--- config.mk ---
export PLATFORM = sky130hd
export DESIGN_NAME = bgi_front
export DESIGN_NICKNAME = d
export VERILOG_FILES = /design/src/rtl/bgi_pkg.sv /design/src/rtl/bgi_front.sv
export SDC_FILE = /design/constraint.sdc
export NUM_CORES = 1
export LEC_CHECK = 0
export BUFFER_PORTS_ARGS = -buffer_cell sky130_fd_sc_hd__buf_2
export CAP_MARGIN = 10
export CORE_MARGIN = 4
export CORE_UTILIZATION = 24
export CTS_BUF_LIST = sky130_fd_sc_hd__clkbuf_8
export DETAILED_ROUTE_END_ITERATION = 8
export PLACE_DENSITY = 0.48
export SYNTH_ARGS = -nofsm -noshare
export SYNTH_HDL_FRONTEND = slang
export SYNTH_SLANG_ARGS = --single-unit
--- constraint.sdc ---
create_clock -name clk -period 34.7 [get_ports clk]
set_clock_uncertainty 0.15 [all_clocks]
set_input_delay 6.94 -clock clk [delete_from_list [all_inputs] [get_ports clk]]
set_output_delay 6.94 -clock clk [all_outputs]
set_load 0.02 [all_outputs]
--- src/rtl/bgi_pkg.sv ---
`timescale 1ns / 1ps
`default_nettype none

package bgi_pkg;

    // Default sizing of the grid store and coordinate fraction.
    localparam int DEF_MAX_SIDE  = 64;
    localparam int DEF_FRAC_BITS = 8;

    // Fixed field widths.
    localparam int VALUE_W    = 32;
    localparam int COORD_W    = 16;
    localparam int LOAD_IDX_W = 12;
    localparam int SIZE_W     = 7;
    localparam int CFG_IDX_W  = 2;
    localparam int S_TDATA_W  = 80;
    localparam int M_TDATA_W  = 32;

    // Input item kinds (also the kind bit of a queued item).
    localparam logic OP_LOAD  = 1'b0;
    localparam logic OP_QUERY = 1'b1;

    // Configuration register indexes.
    localparam logic [CFG_IDX_W-1:0] REG_SIZE_X    = 2'd0;
    localparam logic [CFG_IDX_W-1:0] REG_SIZE_Y    = 2'd1;
    localparam logic [CFG_IDX_W-1:0] REG_ZERO_AXIS = 2'd2;

    // Axis codes of zero_axis.
    localparam logic AXIS_X = 1'b0;
    localparam logic AXIS_Y = 1'b1;

    localparam logic [SIZE_W-1:0] SIZE_RESET = 7'd64;

    // Result of an out-of-box query.
    localparam logic [VALUE_W-1:0] ERR_VALUE = 32'hFFFF_FFFF;

    // Queued item layout: kind, error, four zero flags, four addresses,
    // four weights, load value (lowest bits first).
    function automatic int entry_width(input int max_side, input int frac_bits);
        return 6 + 4 * $clog2(max_side * max_side) + 4 * (2 * frac_bits + 2) + VALUE_W;
    endfunction

endpackage

`default_nettype wire

--- src/rtl/bgi_front.sv ---
`timescale 1ns / 1ps
`default_nettype none

module bgi_front #(
    parameter int MAX_SIDE  = bgi_pkg::DEF_MAX_SIDE,
    parameter int FRAC_BITS = bgi_pkg::DEF_FRAC_BITS,
    parameter int ENTRY_W   = bgi_pkg::entry_width(MAX_SIDE, FRAC_BITS)
) (
    input  wire logic                            clk,
    input  wire logic                            rst_n,
    input  wire logic                            cfg_valid,
    output logic                                 cfg_ready,
    input  wire logic [bgi_pkg::CFG_IDX_W-1:0]   cfg_index,
    input  wire logic [bgi_pkg::SIZE_W-1:0]      cfg_data,
    input  wire logic                            s_tvalid,
    output logic                                 s_tready,
    input  wire logic [bgi_pkg::S_TDATA_W-1:0]   s_tdata,
    input  wire logic                            s_tuser,
    output logic                                 push_valid,
    input  wire logic                            push_ready,
    output logic      [ENTRY_W-1:0]              push_data
);

    localparam int DEPTH  = MAX_SIDE * MAX_SIDE;
    localparam int AW     = $clog2(DEPTH);
    localparam int SIDE_W = $clog2(MAX_SIDE + 1);
    localparam int WX_W   = FRAC_BITS + 1;
    localparam int WW     = 2 * FRAC_BITS + 2;
    localparam int MW     = 2 * SIDE_W;
    localparam logic [15:0]     HALF = 16'(1 << (FRAC_BITS - 1));
    localparam logic [WX_W-1:0] ONE  = WX_W'(1 << FRAC_BITS);

    typedef struct packed {
        logic              err;
        logic              lo;
        logic              hi;
        logic [SIDE_W-1:0] i0;
        logic [SIDE_W-1:0] i1;
        logic [WX_W-1:0]   w;
    } axis_t;

    logic [bgi_pkg::SIZE_W-1:0] size_x_reg;
    logic [bgi_pkg::SIZE_W-1:0] size_y_reg;
    logic                       zero_axis_reg;

    logic [bgi_pkg::LOAD_IDX_W-1:0] load_index;
    logic [bgi_pkg::VALUE_W-1:0]    load_value;
    logic [bgi_pkg::COORD_W-1:0]    coord_x;
    logic [bgi_pkg::COORD_W-1:0]    coord_y;

    logic [SIDE_W-1:0] sx;
    logic [SIDE_W-1:0] sy;
    axis_t             ax;
    axis_t             ay;
    logic              zx;
    logic              zy;
    logic [3:0]        zero;
    logic [AW-1:0]     addr [4];
    logic [WW-1:0]     wgt [4];
    logic [WX_W-1:0]   omx;
    logic [WX_W-1:0]   omy;
    logic              load_ok;

    function automatic logic [SIDE_W-1:0] eff_size(input logic [bgi_pkg::SIZE_W-1:0] s);
        if (s == '0)
        begin
            return SIDE_W'(1);
        end
        if (int'(s) > MAX_SIDE)
        begin
            return SIDE_W'(MAX_SIDE);
        end
        return SIDE_W'(s);
    endfunction

    // Split one coordinate into cell indexes, edge flags, error flag and weight.
    function automatic axis_t decode_axis(input logic [15:0] c, input logic [SIDE_W-1:0] s);
        logic [15:0]          ch;
        logic [SIDE_W-1:0]    k;
        logic [FRAC_BITS-1:0] fr;
        axis_t                r;
        ch    = {1'b0, c[14:0]} + HALF;
        k     = SIDE_W'(ch >> FRAC_BITS);
        fr    = ch[FRAC_BITS-1:0];
        r.err = c[15] || (32'(c[14:0]) > (32'(s) << FRAC_BITS));
        r.lo  = (k == '0);
        r.hi  = (k >= s);
        r.i0  = r.lo ? '0 : k - SIDE_W'(1);
        r.i1  = r.hi ? s - SIDE_W'(1) : k;
        if (r.lo)
        begin
            r.w = WX_W'(c[14:0]) << 1;
        end
        else if (r.hi)
        begin
            r.w = WX_W'(fr) << 1;
        end
        else
        begin
            r.w = WX_W'(fr);
        end
        return r;
    endfunction

    function automatic logic [AW-1:0] addr_of(input logic [SIDE_W-1:0] ix,
                                              input logic [SIDE_W-1:0] iy,
                                              input logic [SIDE_W-1:0] s);
        return AW'(MW'(ix) * MW'(s) + MW'(iy));
    endfunction

    assign cfg_ready = 1'b1;

    always_ff @(posedge clk or negedge rst_n)
    begin
        if (!rst_n)
        begin
            size_x_reg    <= bgi_pkg::SIZE_RESET;
            size_y_reg    <= bgi_pkg::SIZE_RESET;
            zero_axis_reg <= bgi_pkg::AXIS_X;
        end
        else if (cfg_valid)
        begin
            unique case (cfg_index)
                bgi_pkg::REG_SIZE_X:    size_x_reg    <= cfg_data;
                bgi_pkg::REG_SIZE_Y:    size_y_reg    <= cfg_data;
                bgi_pkg::REG_ZERO_AXIS: zero_axis_reg <= cfg_data[0];
                default:                ;
            endcase
        end
    end

    assign load_index = s_tdata[11:0];
    assign load_value = s_tdata[43:12];
    assign coord_x    = s_tdata[59:44];
    assign coord_y    = s_tdata[75:60];

    always_comb
    begin
        sx  = eff_size(size_x_reg);
        sy  = eff_size(size_y_reg);
        ax  = decode_axis(coord_x, sx);
        ay  = decode_axis(coord_y, sy);
        zx  = (zero_axis_reg == bgi_pkg::AXIS_X);
        zy  = !zx;
        omx = ONE - ax.w;
        omy = ONE - ay.w;

        // Neighbors beyond an edge: zero on the forced axis, and where beyond both edges.
        zero[0] = (ax.lo && ay.lo) || (ax.lo && zx) || (ay.lo && zy);
        zero[1] = (ax.lo && ay.hi) || (ax.lo && zx) || (ay.hi && zy);
        zero[2] = (ax.hi && ay.lo) || (ax.hi && zx) || (ay.lo && zy);
        zero[3] = (ax.hi && ay.hi) || (ax.hi && zx) || (ay.hi && zy);

        addr[0] = addr_of(ax.i0, ay.i0, sy);
        addr[1] = addr_of(ax.i0, ay.i1, sy);
        addr[2] = addr_of(ax.i1, ay.i0, sy);
        addr[3] = addr_of(ax.i1, ay.i1, sy);

        wgt[0] = WW'(omx) * WW'(omy);
        wgt[1] = WW'(omx) * WW'(ay.w);
        wgt[2] = WW'(ax.w) * WW'(omy);
        wgt[3] = WW'(ax.w) * WW'(ay.w);

        // A load takes its store index in the first address slot.
        load_ok = (32'(load_index) < DEPTH);
        if (s_tuser == bgi_pkg::OP_LOAD)
        begin
            addr[0] = AW'(load_index);
        end

        push_data = {load_value,
                     wgt[3], wgt[2], wgt[1], wgt[0],
                     addr[3], addr[2], addr[1], addr[0],
                     zero, (ax.err || ay.err), s_tuser};
    end

    // Drop out-of-range loads here; they never reach the store.
    assign s_tready   = push_ready;
    assign push_valid = s_tvalid && ((s_tuser == bgi_pkg::OP_QUERY) || load_ok);

endmodule

`default_nettype wire

After elaboration in Yosys (flattened, before gate mapping) --
Index checks and enable logic that the tools add are counted.
Word-level totals: flip-flop bits (word level) 15
Cells by class: $add $sub $neg 12, multipliers 6, reduce and logical (&&, ||, !) cells 27, $lt $le $gt $ge 6, equality and inequality tests 2, muxes and demuxes 23, bitwise logic cells 1
Operators with widths (count):
- $mux 7 | 12
- $mul 9x9->18 | 4
- $add 12x7->12 | 4
- $mux 9 | 4
- $add 15x8->15 const B | 2
- $gt 15x15->1 | 2
- $logic_not 7->1 | 4
- $sub 7x1->7 const B | 4
- $mul 7x7->12 | 2
- $sub 9x9->9 const A | 2
- $ge 7x7->1 | 2
- $gt 7x7->1 const B | 2
- $mux 12 | 1
- $logic_or 1x1->1 | 11
- $logic_and 1x1->1 | 8
- $mux 1 | 6
- $reduce_and 2->1 | 3
- $eq 2x1->1 const B | 1
- $eq 2x2->1 const B | 1
- $logic_not 2->1 | 1
- $not 1->1 | 1

Logic depth before layout (Yosys ltp) --
word-level depth 10, gate-level depth with buffers 39, mapped depth without buffers 36

Least setup slack after synthesis --
No wires, ideal clock.
path kind input to output, from input s_tdata[51] (netlist bit), to output push_data[88], path slack 12577 ps, arrival 15033 ps, stages 32, required time 27610 ps, buffers on the path 2, path through ha_1 > nand3_2 > or3_1 > and2_4 > inv_1 > ha_1 > a2111o_1 > o22ai_1 > nand2_1 > buf_2 > nand2_1 > nand2_1 > inv_1 > clkbuf_1 > ha_1 > o2111ai_4 > o41a_1 > or3_1 > fa_1 > inv_1 > fa_1 > fa_1 > inv_1 > fa_1 > inv_1 > ha_1 > a21boi_0 > o21ai_0 > a21oi_1 > a41o_1 > o41a_1 > xor2_1
On the way: word-level cells in the longest chain between the ends 6, elaborated cells between the ends (all ways) 7, those cells by class add/sub: 2; mul: 1; order compare: 1; mux: 2; reduce/logical: 1
Ends and longest elaborated chain:
- start: declaration | line bgi_front.sv:17 | input wire logic [bgi_pkg::S_TDATA_W-1:0] s_tdata,
- $add 15x8->15 | line bgi_front.sv:82 | ch = {1'b0, c[14:0]} + HALF;
- $ge 7x7->1 | line bgi_front.sv:87 | r.hi = (k >= s);
- $mux 9 | line bgi_front.sv:94 | else if (r.hi)
- $mux 9 (*) | line bgi_front.sv:90 | if (r.lo)
- $sub 9x9->9 (*) | line bgi_front.sv:145 | omx = ONE - ax.w;
- $mul 9x9->18 (*) | line bgi_front.sv:160 | wgt[1] = WW'(omx) * WW'(ay.w);
- end: declaration | line bgi_front.sv:21 | output logic [ENTRY_W-1:0] push_data
Every way passes the cells marked *; elsewhere a longest branch is shown, timed or not.

Worst setup path in the final report --
from input s_tdata[51] (netlist bit), to output push_data[89]
The elaborated chain is that of the path after synthesis.

==> parameters.txt <==
Parameter                              Value

Global route
  Overall fraction of global-route tracks in use ... 0.134
  Initial antenna violation count ... 17
  Total overflow reported by the global router ... 0
  Number of global-route vias before repair ... around 15,000
  First-pass GRT wire length ... roughly 84 mm
  Maximum number of pins on one net before global-route repair ... 23

Clock tree
  Buffer type at the clock tree root ... clkbuf_8
  CTS tree ... yes
  Clk sink count ... 15
  Post-cts hold buffer count ... 0
  Number of buffers created by CTS ... 3
  Post-CTS setup buffer count ... 0
  Maximum buffer depth of the clock tree ... 2
  CTS H-tree lvls ... 1
  Gates resized, CTS repair ... 0
  Clock latency reported for the late side of the worst-skew pair ... approximately 0.24 ns
  Register clock-pin slew on the reported worst setup and hold paths ... approximately 0.060 ns

Logic synthesis
  Async S/R FF share, synth ... 1.00
  Post-synthesis instance area ... around 17,000 um^2
  Synth top area cells ... fa_1 29%, ha_1 19%, inv_1 8.8%, nor2_1 5.4%, nand2_1 4.8%
  Seq/Total Area, Yosys ... 0.0218
  Top FF cell, synth ... dfrtp_1
  Number of standard cells after synthesis ... roughly 2,200
  Avg Inst Size Synth ... ~8.0 um^2
  Total of flip-flops plus latches after synthesis ... 15
  Top cell type by total area after synthesis ... fa_1
  Number of synthesized flops with an enable pin ... 0
  Total number of yosys warnings ... 0
  Number of library cell types mapped by synthesis ... between 70 and 80
  Share of the synthesized area in the top cell type ... 0.288
  Net Count, Synth ... between 2,000 and 3,000

Floorplan
  Starting density of the core ... 0.242
  Die span in x ... 277 um
  Core Area ... 71,600 um^2
  Die Y ... about 280 um
  Top-Level Pins ... around 260
  Total number of placement rows ... 98
  Full die area ... about 77,000 um^2

STA
  Worst relative slew slack ... 0.262
  Total Negative Setup Slacks ... 0 ns
  Final hold violation count ... 0
  Smallest setup slack after layout ... approximately 11 ns
  Number of setup violations in the final report ... 0
  RSZ-0062 raised after global routing ... no
  Final worst path period share ... 0.695
  Highest clock frequency the design can meet ... between 40 and 50 MHz
  Final number of max-transition violations ... 0
  Transition at the pin with the smallest max-transition slack ... between 1 and 1.5 ns
  Final critical-path required period ... 24.11 ns

Placement
  Weighted congestion at the end of routability-driven global placement ... ~0.84
  Number of buffers added on ports ... around 180
  Placed Instances ... about 3,200
  Setup WS pre-CTS ... 10.69 ns
  Half-perimeter wire length of the detailed placement result ... around 44 mm

Setup path
  Family of cells with the greatest summed delay on the critical path ... adder cells
  Worst path max stage delay ... between 0.8 and 0.9 ns
  Data arrival time at the worst-slack endpoint ... 17.02 ns
  Library cell contributing the largest single delay on the critical path ... xnor2_1
  Crit start category ... input pin
  Required time of the worst setup path ... roughly 28 ns
  Biggest fanout along the worst timing path ... 14
  Crit path kind ... in2out
  Crit. End Element ... output pin
  Buffers and inverters on the worst path ... 8

Routing
  DRT antenna net count ... 0
  Detailed Route Iter0 Violations ... 770
  Total Wirelength ... approximately 51 mm
  Vias/cell ... between 4 and 5
  Via count ... between 10,000 and 15,000
  Length of the first detailed-routing pass in iterations ... 6
  DRC violations left ... 0
  Wire length per cell ... between 15 and 20 um

Cells and area
  End-of-flow core utilization ... 0.268
  Most frequent standard cell in the layout excluding fill and tap cells ... inv_1
  P&R area growth vs syn ... 10.5%
  Layout cells sized above 1 ... 0.117
  Non-filler instance count after layout ... roughly 3,200
  Net total in the final layout ... around 2,900
  Most used cells in the layout excluding fill and tap cells ... 406 x inv_1, 268 x ha_1, 250 x fa_1

Status
  Status ... complete, no violations

Worst hold path
  Kind of path behind the tightest hold check ... reg2reg

Flow run
  Max-cap violations ... 0
[final cells by class]
class / instances / area (um^2)
Clock buffer: 3 / 41.3
Sequential cell: 15 / 378
Fill cell: 7995 / 52400
Timing Repair Buffer: 210 / 1120
Antenna cell: 7 / 17.5
Multi-Input combinational cell: 1652 / 14900
Clock inverter: 1 / 5.00
Inverter: 408 / 1530
Tap cell: 950 / 1190
[cells in the mapped netlist (all sizes together), types with 4 or more instances]
cell and n:
a211oi 8, a21boi 10, a21o 32, a21oi 82, a31oi 13, a41o 5
and2 21, and3 12, buf 56, clkbuf 47, dfrtp 13, fa 250
ha 268, inv 406, mux2 28, mux2i 14, nand2 223, nand2b 18
nand3 30, nand3b 5, nand4 7, nor2 252, nor2b 28, nor3 49
o211ai 4, o21a 18, o21ai 63, o21bai 7, o311ai 4, o31ai 4
o41a 5, o41ai 5, or2 5, or3 12, or4 5, xnor2 95
xor2 37
[worst paths after layout]
| path | start | end | slack (ns) | cells after the start |
|---|---|---|---|---|
| max | s_tdata[51] | push_data[89] | 10.59 | 35 |
| min | size_y_reg[0] | size_y_reg[0] | 0.37 | 1 |
| max reg2reg | size_y_reg[6] | size_y_reg[6] | 33.47 | 1 |
| min reg2reg | size_y_reg[0] | size_y_reg[0] | 0.37 | 1 |
| max in group asynchronous | rst_n | size_y_reg[6] | 27.67 | 1 |
| min in group asynchronous | rst_n | size_x_reg[5] | 6.44 | 1 |
[routing by layer]
layer  global-route usage  up-vias  routed length, um
li1                     -     7136                  -
met1                0.194     6911              25200
met2                0.219      289              22700
met3               0.0201       32               2970
met4               0.0102       12                413
met5                    0        -                 69
[metrics by stage]
stage,cell area [um^2],hold WS (ns)
after global routing,19100,0.400
after floorplan,17300,0.330
after CTS,19100,0.378
after global placement,19100,0.357
final,19200,0.370
after detailed placement,19100,0.364
[logic make-up (layout without fill, tap and decap cells)]
group / Yosys count / count (layout) / synth area share
xor gates and xnor gates: 134 / 134 / 0.0692
adders and majority gates: 518 / 518 / 0.482
other: 1 / 8 / 0.000216
muxes: 42 / 42 / 0.0263
and+or+nand+nor: 678 / 678 / 0.174
DFF: 15 / 15 / 0.0218
buffers and inverters: 511 / 622 / 0.121
AOI/OAI and AO/OA: 279 / 279 / 0.105
Power is not shown: default switching activity piles up to over one toggle a cycle in this logic, so the estimate is an artifact.
