==> config.mk <==
export PLATFORM = sky130hd
export DESIGN_NAME = bgi_queue
export DESIGN_NICKNAME = d
export VERILOG_FILES = /design/src/rtl/bgi_queue.sv
export SDC_FILE = /design/constraint.sdc
export NUM_CORES = 1
export LEC_CHECK = 0
export ABC_CLOCK_PERIOD_IN_PS = 1450
export BUFFER_PORTS_ARGS = -buffer_cell sky130_fd_sc_hd__buf_2
export CELL_PAD_IN_SITES_DETAIL_PLACEMENT = 1
export CELL_PAD_IN_SITES_GLOBAL_PLACEMENT = 2
export CORE_MARGIN = 5
export CORE_UTILIZATION = 34
export DETAILED_ROUTE_END_ITERATION = 10
export PLACE_DENSITY = 0.83
export SLEW_MARGIN = 20
export SYNTH_ARGS = -nofsm -noshare
export SYNTH_HDL_FRONTEND = slang
export SYNTH_SLANG_ARGS = --single-unit
==> constraint.sdc <==
create_clock -name clk -period 1.45 [get_ports clk]
set_input_delay 0.29 -clock clk [delete_from_list [all_inputs] [get_ports clk]]
set_output_delay 0.29 -clock clk [all_outputs]
set_load 0.005 [all_outputs]
==> src/rtl/bgi_queue.sv <==
`timescale 1ns / 1ps
`default_nettype none

module bgi_queue #(
    parameter int WIDTH = 8
) (
    input  wire logic             clk,
    input  wire logic             rst_n,
    input  wire logic             push_valid,
    output logic                  push_ready,
    input  wire logic [WIDTH-1:0] push_data,
    output logic                  pop_valid,
    input  wire logic             pop_ready,
    output logic      [WIDTH-1:0] pop_data
);

    logic [WIDTH-1:0] slot_reg [2];
    logic             wr_ptr_reg;
    logic             wr_ptr_next;
    logic             rd_ptr_reg;
    logic             rd_ptr_next;
    logic [1:0]       count_reg;
    logic [1:0]       count_next;
    logic             do_push;
    logic             do_pop;

    assign push_ready = (count_reg != 2'd2);
    assign pop_valid  = (count_reg != 2'd0);
    assign pop_data   = slot_reg[rd_ptr_reg];
    assign do_push    = push_valid && push_ready;
    assign do_pop     = pop_valid && pop_ready;

    always_comb
    begin
        wr_ptr_next = do_push ? ~wr_ptr_reg : wr_ptr_reg;
        rd_ptr_next = do_pop ? ~rd_ptr_reg : rd_ptr_reg;
        count_next  = count_reg;
        if (do_push && !do_pop)
        begin
            count_next = count_reg + 2'd1;
        end
        else if (do_pop && !do_push)
        begin
            count_next = count_reg - 2'd1;
        end
    end

    always_ff @(posedge clk or negedge rst_n)
    begin
        if (!rst_n)
        begin
            wr_ptr_reg <= 1'b0;
            rd_ptr_reg <= 1'b0;
            count_reg  <= 2'd0;
        end
        else
        begin
            wr_ptr_reg <= wr_ptr_next;
            rd_ptr_reg <= rd_ptr_next;
            count_reg  <= count_next;
        end
    end

    always_ff @(posedge clk)
    begin
        if (do_push)
        begin
            slot_reg[wr_ptr_reg] <= push_data;
        end
    end

endmodule

`default_nettype wire

Word-level counts from Yosys, hierarchy flattened
Memories as Yosys holds them, arrays and structs flattened.
Index checks and enable logic that the tools add are counted.
{"block": "classes", "bitwise": 2, "n_addsub": 2, "eq_ne": 1, "n_reduce_logical": 8, "mux": 4}
{"cell": "$logic_and 1x1->1", "count": 4}
{"cell": "$mux 2", "count": 2}
{"cell": "$reduce_bool 2->1", "count": 2}
{"cell": "$add 2x1->2 const B", "count": 1}
{"cell": "$logic_not 1->1", "count": 2}
{"cell": "$mux 1", "count": 2}
{"cell": "$ne 2x2->1 const B", "count": 1}
{"cell": "$not 1->1", "count": 2}
{"cell": "$sub 2x1->2 const B", "count": 1}
{"block": "word_totals", "ff_bits": 4, "out_inout_bits": 10, "elab_cells": 21, "inputBits": 12, "memories": 1, "mem_bits_rw": 16}
{"name": "slot_reg", "words": 2, "width": 8, "rd": 1, "rd_ports_with_merged_regs": 0, "write_ports": 1, "line_no": "17", "source": "logic [WIDTH-1:0] slot_reg [2];"}

Logic depth before layout (Yosys ltp)
Gate-level depths: netlist of the first run.
{"block": "logic_depth", "word_depth": 6, "ltp_mapped": 7, "depth_no_buf": 7}

Worst setup path before layout of the first run
No wires, ideal clock.
{"block": "synth_path", "kind": "register to register", "from": "register count_reg[0]", "to": "memory slot_reg[0][0] (enable)", "setup_ns": 0.370, "required_time_ns": 1.080, "arrival_ns": 1.000, "synth_period_minus_slack_ns": 1.370, "n_path_buf": 0, "setup_slack_ns": 0.080, "stages_incl_launch_ff": 4, "cell_sequence": "dfrtp_1 > nand2b_4 > nand2_1 > nor2_1"}
{"block": "synth_between", "elab_chain_len": 4}
{"item": "from (decl)", "line_no": "22", "source": "logic [1:0] count_reg;"}
{"item": "from (signal assigned)", "line_no": "60", "source": "count_reg <= count_next;"}
{"item": "$ne 2x2->1", "line_no": "27", "source": "assign push_ready = (count_reg != 2'd2);"}
{"item": "via push_ready", "line_no": "10", "source": "output logic push_ready,"}
{"item": "$logic_and 1x1->1", "line_no": "30", "source": "assign do_push = push_valid && push_ready;"}
{"item": "$mux 1", "line_no": "66", "source": "if (do_push)"}
{"item": "$mux 1 (implied by the code)", "line_no": "68", "source": "slot_reg[wr_ptr_reg] <= push_data;"}
{"item": "to (decl)", "line_no": "17"}
The timed path passes the listed nets, and every way through them passes these cells.

Worst setup path after layout of the first run
{"block": "layout_path", "from": "register rd_ptr_reg", "to": "output pop_data[3]"}
{"block": "layout_between", "elab_chain_len": 1}
{"item": "from (decl)", "line_no": "20", "source": "logic rd_ptr_reg;"}
{"item": "from (signal assigned)", "line_no": "59", "source": "rd_ptr_reg <= rd_ptr_next;"}
{"item": "$mem_v2 2x8"}
{"item": "to (decl)", "line_no": "14", "source": "output logic [WIDTH-1:0] pop_data"}
No other way between the ends.

==> key figures, run 1 <==
Power and ir drop
  • Power Density: 1940 nW/µm²
  • VDD IR max: 903 µV
  • Leak: 0.452 nW

Clocking
  • Clock tree root buffer cell: clkbuf_4
  • # clock sinks: 20
  • H-tree level count: 1
  • Worst-Skew Late Latency: 0.28 ns
  • Clock slew at reported path FFs: 0.10 ns
  • Clock tree buffer depth: 2
  • Total CTS buffers: 3
  • TritonCTS clock tree: built

Hold path
  • WHS Path Cells: 1
  • Type of the most critical hold path: input pin to flop

Outcome
  • Status: finished with violations
  • Failing checks: setup timing

Route
  • Via count: 469
  • Routed Antenna Nets: 0
  • # DRC: 0
  • Routed WL per cell: 14.5 µm
  • Vias per cell: 4.42
  • WL final: 1540 µm
  • Iteration-0 DRC Markers: 0
  • 1st-pass router iterations: 1

Placement
  • Port bufs: 21
  • Final Wtd Congestion: 0.644
  • Hpwl dp: 1100 µm

Layout
  • Layout cells sized above 1: 0.641
  • Area delta synth->final: 39.9%
  • FF+latch area: 583 µm²
  • Multi-input combinational cell area: 218 µm²
  • # fillers: 232
  • # diodes: 0
  • Final Util: 0.498
  • Final net count: 92
  • Max reg flops: 16

Synth
  • Synth Register Bits: 20
  • Cell Area, Synth: 787 µm²
  • Synth Warn #: 0
  • Distinct cells, synth: 14
  • Sequential-to-total area share from yosys stat: 0.738
  • Syn Nets: 56
  • Post-Synthesis Cells: 43
  • Synth Area per Inst: 18.3 µm²

STA
  • Count of final hold-check violations: 0
  • Final setup skew: 0.00661 ns
  • Post-route setup slack: -0.0879 ns
  • Hold Slack: 0.189 ns
  • Period utilisation layout: 1.06
  • Slew Viols, Final: 0
  • Final setup fails: 8
  • Tightest Pin Transition: 0.174 ns
  • Min cycle time layout: 1.54 ns
  • Max_slew headroom: 0.883
  • Fmax: 0.650 GHz
  • RSZ-0062 raised after global routing: yes

Floorplanning
  • Row count: 17
  • Starting Density: 0.356
  • Die width: 58.1 µm
  • Vert. Die Dim: 58.1 µm
  • Die area: 3380 µm²
  • I/O pins: 22
  • Core area: 2210 µm²

Setup path
  • Register-to-Register Path Depth: 6
  • Worst Setup Start Kind: flop
  • Worst setup EP type: output port
  • Crit path required time: 1.16 ns
  • CP Class: flop to output port
  • Critical path peak fanout: 5
  • Data arrival, critical path: 1.25 ns

Job
  • Max capacitance violation total: 0

Global route
  • GR met2 Demand/Resource: 0.176
  • Met3 Usage GRT: 0.0401
  • Initial antenna violation count: 0
  • Met1 usage: 0.0990
  • Pin count of the biggest net entering global routing: 12
  • All-Layer GR Usage: 0.0976
  • First-pass GRT wire length: 2420 µm
  • Vias in the first global route: 522
  • GRT overflow: 0
  • Busiest grt layer: met2
==> placed cells by master (no fill, tap or decap) <==
cell type / instances
edfxtp_1: 16
buf_6: 6
xnor2_1: 3
buf_4: 6
buf_12: 1
or2_4: 1
dfrtp_1: 2
dlygate4sd3_1: 1
and3_1: 1
inv_4: 1
mux2_2: 8
clkbuf_4: 3
ha_4: 1
nand2_4: 2
nor2_1: 2
dfrtp_2: 2
clkbuf_1: 1
buf_2: 18
xor2_1: 2
nand2b_4: 1
==> synth_stat cells (all sizes together) <==
library cell   n  area share
ha             1       0.016
xnor2          3       0.033
nor2           2      0.0095
nand2          2       0.019
mux2           8        0.11
edfxtp        16        0.61
dfrtp          4        0.13
buf            1      0.0064
inv            1      0.0048
or2            1       0.011
and3           1      0.0080
nand2b         1       0.017
xor2           2       0.022
==> logic make-up after synthesis <==
| group | after synthesis | synth area share |
|---|---|---|
| and+or+nand+nor | 7 | 0.0652 |
| buffers and inverters | 2 | 0.0111 |
| xor gates and xnor gates | 5 | 0.0557 |
| adders and majority gates | 1 | 0.0159 |
| DFF | 20 | 0.738 |
| muxes | 8 | 0.114 |
==> final cells by class <==
| cell class | count | share of cell area |
|---|---|---|
| clock buffers | 4 | 0.0239 |
| well taps | 28 | 0.0318 |
| flip-flops and latches | 20 | 0.530 |
| repair buffers | 32 | 0.211 |
| multi-input cells | 21 | 0.198 |
| inverters | 1 | 0.00568 |
==> report_power, final <==
part           switching [mW]  internal (mW)  total, mW
sequential             0.0772          0.808      0.886
clock                   0.147          0.107      0.254
combinational           0.392          0.607      0.999
total                   0.617           1.52       2.14
==> metrics by stage <==
| step | power [mW] | setup WS (ns) | area [µm²] | setup TNS, ns | cells |
|---|---|---|---|---|---|
| final | 2.14 | -0.0879 | 1100 | -0.582 | 106 |
| after detailed placement | 1.64 | 0.0521 | 965 | 0 | 95 |
| after CTS | 2.03 | -0.0997 | 1040 | -0.705 | 104 |
| after global placement | 1.61 | 0.0701 | 965 | 0 | 95 |
| after global routing | 2.30 | -0.160 | 1100 | -1.21 | 106 |
| after floorplan | 1.32 | 0.0795 | 787 | 0 | 43 |
==> per-layer routing <==
layer | routed length, µm | vias to the layer above
li1 | - | 226
met4 | 14 | 0
met3 | 126 | 2
met1 | 611 | 226
met2 | 784 | 15
met5 | 0 | -
==> worst max-delay path, cell delays in order (launching register included) <==
cell,delay (ns)
dfrtp_2,0.39
buf_6,0.13
mux2_2,0.34
buf_6,0.12
==> worst paths after layout <==
kind / startpoint / end / slack (ns)
max: rd_ptr_reg$_DFFE_PN0P_ / pop_data[3] / -0.09
min: push_data[7] / slot_reg[1][7]$_DFFE_PP_ / 0.19
max reg2reg: count_reg[1]$_DFFE_PN0P_ / count_reg[1]$_DFFE_PN0P_ / 0.07
min reg2reg: wr_ptr_reg$_DFFE_PN0P_ / wr_ptr_reg$_DFFE_PN0P_ / 0.50
max in group asynchronous: rst_n / rd_ptr_reg$_DFFE_PN0P_ / 0.98
min in group asynchronous: rst_n / count_reg[0]$_DFFE_PN0P_ / 0.33
==> what timing repair did <==
| item | 4_1_cts | 5_1_grt |
|---|---|---|
| hold buffers | 1 | 0 |
| hold endpoints to repair | 4 | 0 |
| setup buffers | 4 | 2 |
| resized for setup | 4 | 11 |
| endpoints found under the setup margin | 8 | 10 |
| gates cloned | 0 | 0 |
| pin swaps | 0 | 4 |
No activity file was read; power rests on OpenSTA's default activity.
==> run 2: changes to the inputs <==
--- a/config.mk
+++ b/config.mk
@@ -5,12 +5,14 @@
 export SDC_FILE = /design/constraint.sdc
 export NUM_CORES = 1
 export LEC_CHECK = 0
+export ABC_AREA = 1
 export ABC_CLOCK_PERIOD_IN_PS = 1450
 export BUFFER_PORTS_ARGS = -buffer_cell sky130_fd_sc_hd__buf_2
+export CAP_MARGIN = 30
 export CELL_PAD_IN_SITES_DETAIL_PLACEMENT = 1
 export CELL_PAD_IN_SITES_GLOBAL_PLACEMENT = 2
 export CORE_MARGIN = 5
-export CORE_UTILIZATION = 34
+export CORE_UTILIZATION = 31
 export DETAILED_ROUTE_END_ITERATION = 10
 export PLACE_DENSITY = 0.83
 export SLEW_MARGIN = 20
==> run 2 against run 1 <==
- the flow still finishes with violations (setup timing)
- utilization fell by 5.3 points
- cell area rose by 1.8%
- via count rose by 25%
- clock power rose by 73%
- count of clock-buffer cells in the layout fell by 1
- sequential cell count did not move
- largest cell class unchanged
==> key figures, run 2 <==
Outcome
  • Status: finished with violations
  • Failing checks: setup timing

Setup path
  • Worst flop-to-flop path endpoint: count_reg[1]$_DFFE_PN0P_
  • Worst Setup Start Kind: flop
  • CP Class: flop to output port
  • Register-to-Register Path Depth: 9 (+3)
  • Worst r2r src: count_reg[0]$_DFFE_PN0P_
  • Worst setup EP type: output port
  • Critical path peak fanout: 7 (+2)
  • Crit path required time: 1.16 ns (about the same)
  • R2R Setup Slk: 0.10 ns (+0.03 ns)
  • Data arrival, critical path: 1.16 ns (-0.09 ns)

Synth
  • Synth area leaders: edfxtp_1 58%, nand2_1 14%, dfrtp_1 12%
  • FFs w/ async S/R, synth: 0.200 (unchanged)
  • Synth Warn #: 0 (unchanged)
  • Most used flip-flop cell after synthesis: edfxtp_1
  • Post-Synthesis Cells: 70 (+63%)
  • Synth Area per Inst: 11.8 µm² (-35%)
  • Most frequent cell after synthesis: nand2_1
  • Synth Register Bits: 20 (unchanged)
  • Most instantiated cells after synthesis: 30 x nand2_1, 16 x edfxtp_1, 4 x dfrtp_1, 4 x inv_1, 3 x inv_2
  • Cell Area, Synth: 827 µm² (+5.1%)
  • Sequential-to-total area share from yosys stat: 0.702 (-0.0357)
  • Syn Nets: 83 (+48%)
  • Distinct cells, synth: 14 (unchanged)
  • Leading area contributor after synthesis: edfxtp_1
  • Top cell type's share of synthesized area: 0.581 (-0.0296)
  • Post-synth EDFFs: 16 (unchanged)

STA
  • Count of final hold-check violations: 0 (unchanged)
  • Min cycle time layout: 1.45 ns (-0.0857 ns)
  • Final setup fails: 1 (-7)
  • Post-route setup slack: -0.00221 ns (+0.0857 ns)
  • Slew Viols, Final: 0 (unchanged)
  • Period utilisation layout: 1.00 (-0.0591)
  • Fmax: 0.689 GHz (+5.9%)
  • Tightest Pin Transition: 0.200 ns (+0.0259 ns)
  • RSZ-0062 raised after global routing: yes
  • Final setup skew: 0.00155 ns (-0.00506 ns)
  • Max_slew headroom: 0.867 (-0.0165)

Route
  • Routed WL per cell: 13.5 µm (-6.8%)
  • Via count: 588 (+25%)
  • # DRC: 0 (unchanged)
  • Routed Antenna Nets: 0 (unchanged)
  • 1st-pass router iterations: 2 (+1)
  • Vias per cell: 4.42 (about the same)
  • WL final: 1800 µm (+17%)
  • Iteration-0 DRC Markers: 10 (+10)
  • DR WL met3: 65 µm (-48%)
  • Met2 Routed Length: 951 µm (+21%)
  • M1 WL: 753 µm (+23%)
  • Uppermost layer routed: met4

Global route
  • First-pass GRT wire length: 2620 µm (+8.6%)
  • GRT overflow: 0 (unchanged)
  • Pin count of the biggest net entering global routing: 13 (+1)
  • All-Layer GR Usage: 0.0983 (+0.000639)
  • Initial antenna violation count: 0 (unchanged)
  • Vias in the first global route: 591 (+13%)

Layout
  • Area delta synth->final: 35.6%
  • Final net count: 117 (+27%)
  • Final Util: 0.444 (-0.0533)
  • Most common cell after layout, fill and taps aside: nand2_1
  • Max reg flops: 16 (unchanged)
  • Most frequent cells in the layout: 22 x nand2_1, 21 x buf_2, 16 x edfxtp_1, 10 x nand2_2, 6 x buf_4
  • # diodes: 0 (unchanged)
  • Layout cells sized above 1: 0.495 (-0.146)

Floorplanning
  • Die area: 3800 µm² (+13%)
  • Die width: 61.7 µm (+6.1%)
  • Core area: 2520 µm² (+14%)
  • Row count: 18 (+1)
  • Starting Density: 0.328 (-0.0279)
  • Vert. Die Dim: 61.7 µm (+6.1%)
  • I/O pins: 22 (unchanged)

Placement
  • Hpwl dp: 1310 µm (+19%)
  • Port bufs: 21 (unchanged)
  • Post-placement worst setup slack: 0.0405 ns (-0.0116 ns)
  • Final Wtd Congestion: 0.642 (-0.33%)

Clocking
  • # clock sinks: 20 (unchanged)
  • Clock slew at reported path FFs: 0.11 ns (about the same)
  • H-tree level count: 1 (unchanged)
  • Clock tree buffer depth: 2 (unchanged)
  • Worst-Skew Late Latency: 0.29 ns (about the same)
  • TritonCTS clock tree: built
  • Clock tree root buffer cell: clkbuf_4
  • Total CTS buffers: 3 (unchanged)

Power and ir drop
  • VDD IR max: 920 µV (+1.9%)
  • Leak: 0.515 nW (+14%)
  • Power Density: 2040 nW/µm² (+5.2%)

Hold path
  • Hold_sp: push_data[3]
  • End of the worst hold path: slot_reg[0][3]$_DFFE_PP_
  • WHS Path Cells: 1 (unchanged)
  • Type of the most critical hold path: input pin to flop

Job
  • Max capacitance violation total: 0 (unchanged)
[run 2: cell types whose count changed after synthesis, moves of 2 or more]
cell,before,now
inv_2,0,3
xor2_1,2,0
nand2_2,0,2
inv_1,1,4
nand3_1,0,2
xnor2_1,3,1
nand2_1,1,30
mux2_2,8,0
[run 2: power breakdown]
part | total (mW) | switching (mW) | internal [mW] | leakage, nW
Combinational | 0.935 | 0.506 | 0.429 | 0.292
Sequential | 0.917 | 0.113 | 0.803 | 0.195
Clock | 0.439 | 0.159 | 0.279 | 0.0279
[run 2: timing repair]
action	4_1_cts	5_1_grt
hold buffers	1	0
cloned	0	1
setup endpoints to repair	8	9
buffers inserted	1	3
pin swaps	0	1
resized for setup	3	10
endpoints found under the hold margin	4	0
[run 2: metal layers]
layer | global-route usage | up-vias
met1 | 0.114 | 285
met3 | 0.0126 | 2
met5 | 0 | -
met2 | 0.173 | 11
li1 | - | 290
met4 | 0.0545 | 0
[run 2: cell families after synthesis]
family,after synthesis,synth area share
xor gates and xnor gates,2,0.0303
adders and majority gates,1,0.0151
and+or+nand+nor,39,0.207
buffers and inverters,8,0.0454
DFF,20,0.702
[run 2: stage by stage]
step | instance area (µm²) | instances | hold WS, ns | TNS (ns) | power (mW)
2_1_floorplan | 827 | 70 | -0.00559 | 0 | 1.37
3_3_place_gp | 981 | 123 | 0.109 | 0 | 1.64
3_5_place_dp | 981 | 123 | 0.107 | 0 | 1.69
4_1_cts | 1060 | 129 | 0.173 | 0 | 2.17
5_1_grt | 1120 | 133 | 0.162 | -0.459 | 2.45
6_report | 1120 | 133 | 0.180 | -0.00221 | 2.29
[run 2: worst max path at each step]
stage	start	to
2_1_floorplan	count_reg[0]$_DFFE_PN0P_	slot_reg[0][0]$_DFFE_PP_
3_3_place_gp	count_reg[0]$_DFFE_PN0P_	count_reg[1]$_DFFE_PN0P_
3_5_place_dp	count_reg[0]$_DFFE_PN0P_	count_reg[1]$_DFFE_PN0P_
4_1_cts	rd_ptr_reg$_DFFE_PN0P_	pop_data[4]
5_1_grt	rd_ptr_reg$_DFFE_PN0P_	pop_data[5]
6_report	rd_ptr_reg$_DFFE_PN0P_	pop_data[1]
[run 2: final cells by class]
type	instances	area (µm²)
Clock inverter	1	30.0
Multi-Input combinational cell	42	241
Fill cell	293	1400
Timing Repair Buffer	29	171
Timing Repair inverter	1	5.00
Clock buffer	3	22.5
Tap cell	30	37.5
Inverter	7	31.3
Sequential cell	20	582
[run 2: critical path, cell delays in order (launching register included)]
cell,delay [ns]
dfrtp_2,0.50
buf_6,0.16
nand2_1,0.05
nand2_1,0.04
buf_2,0.11
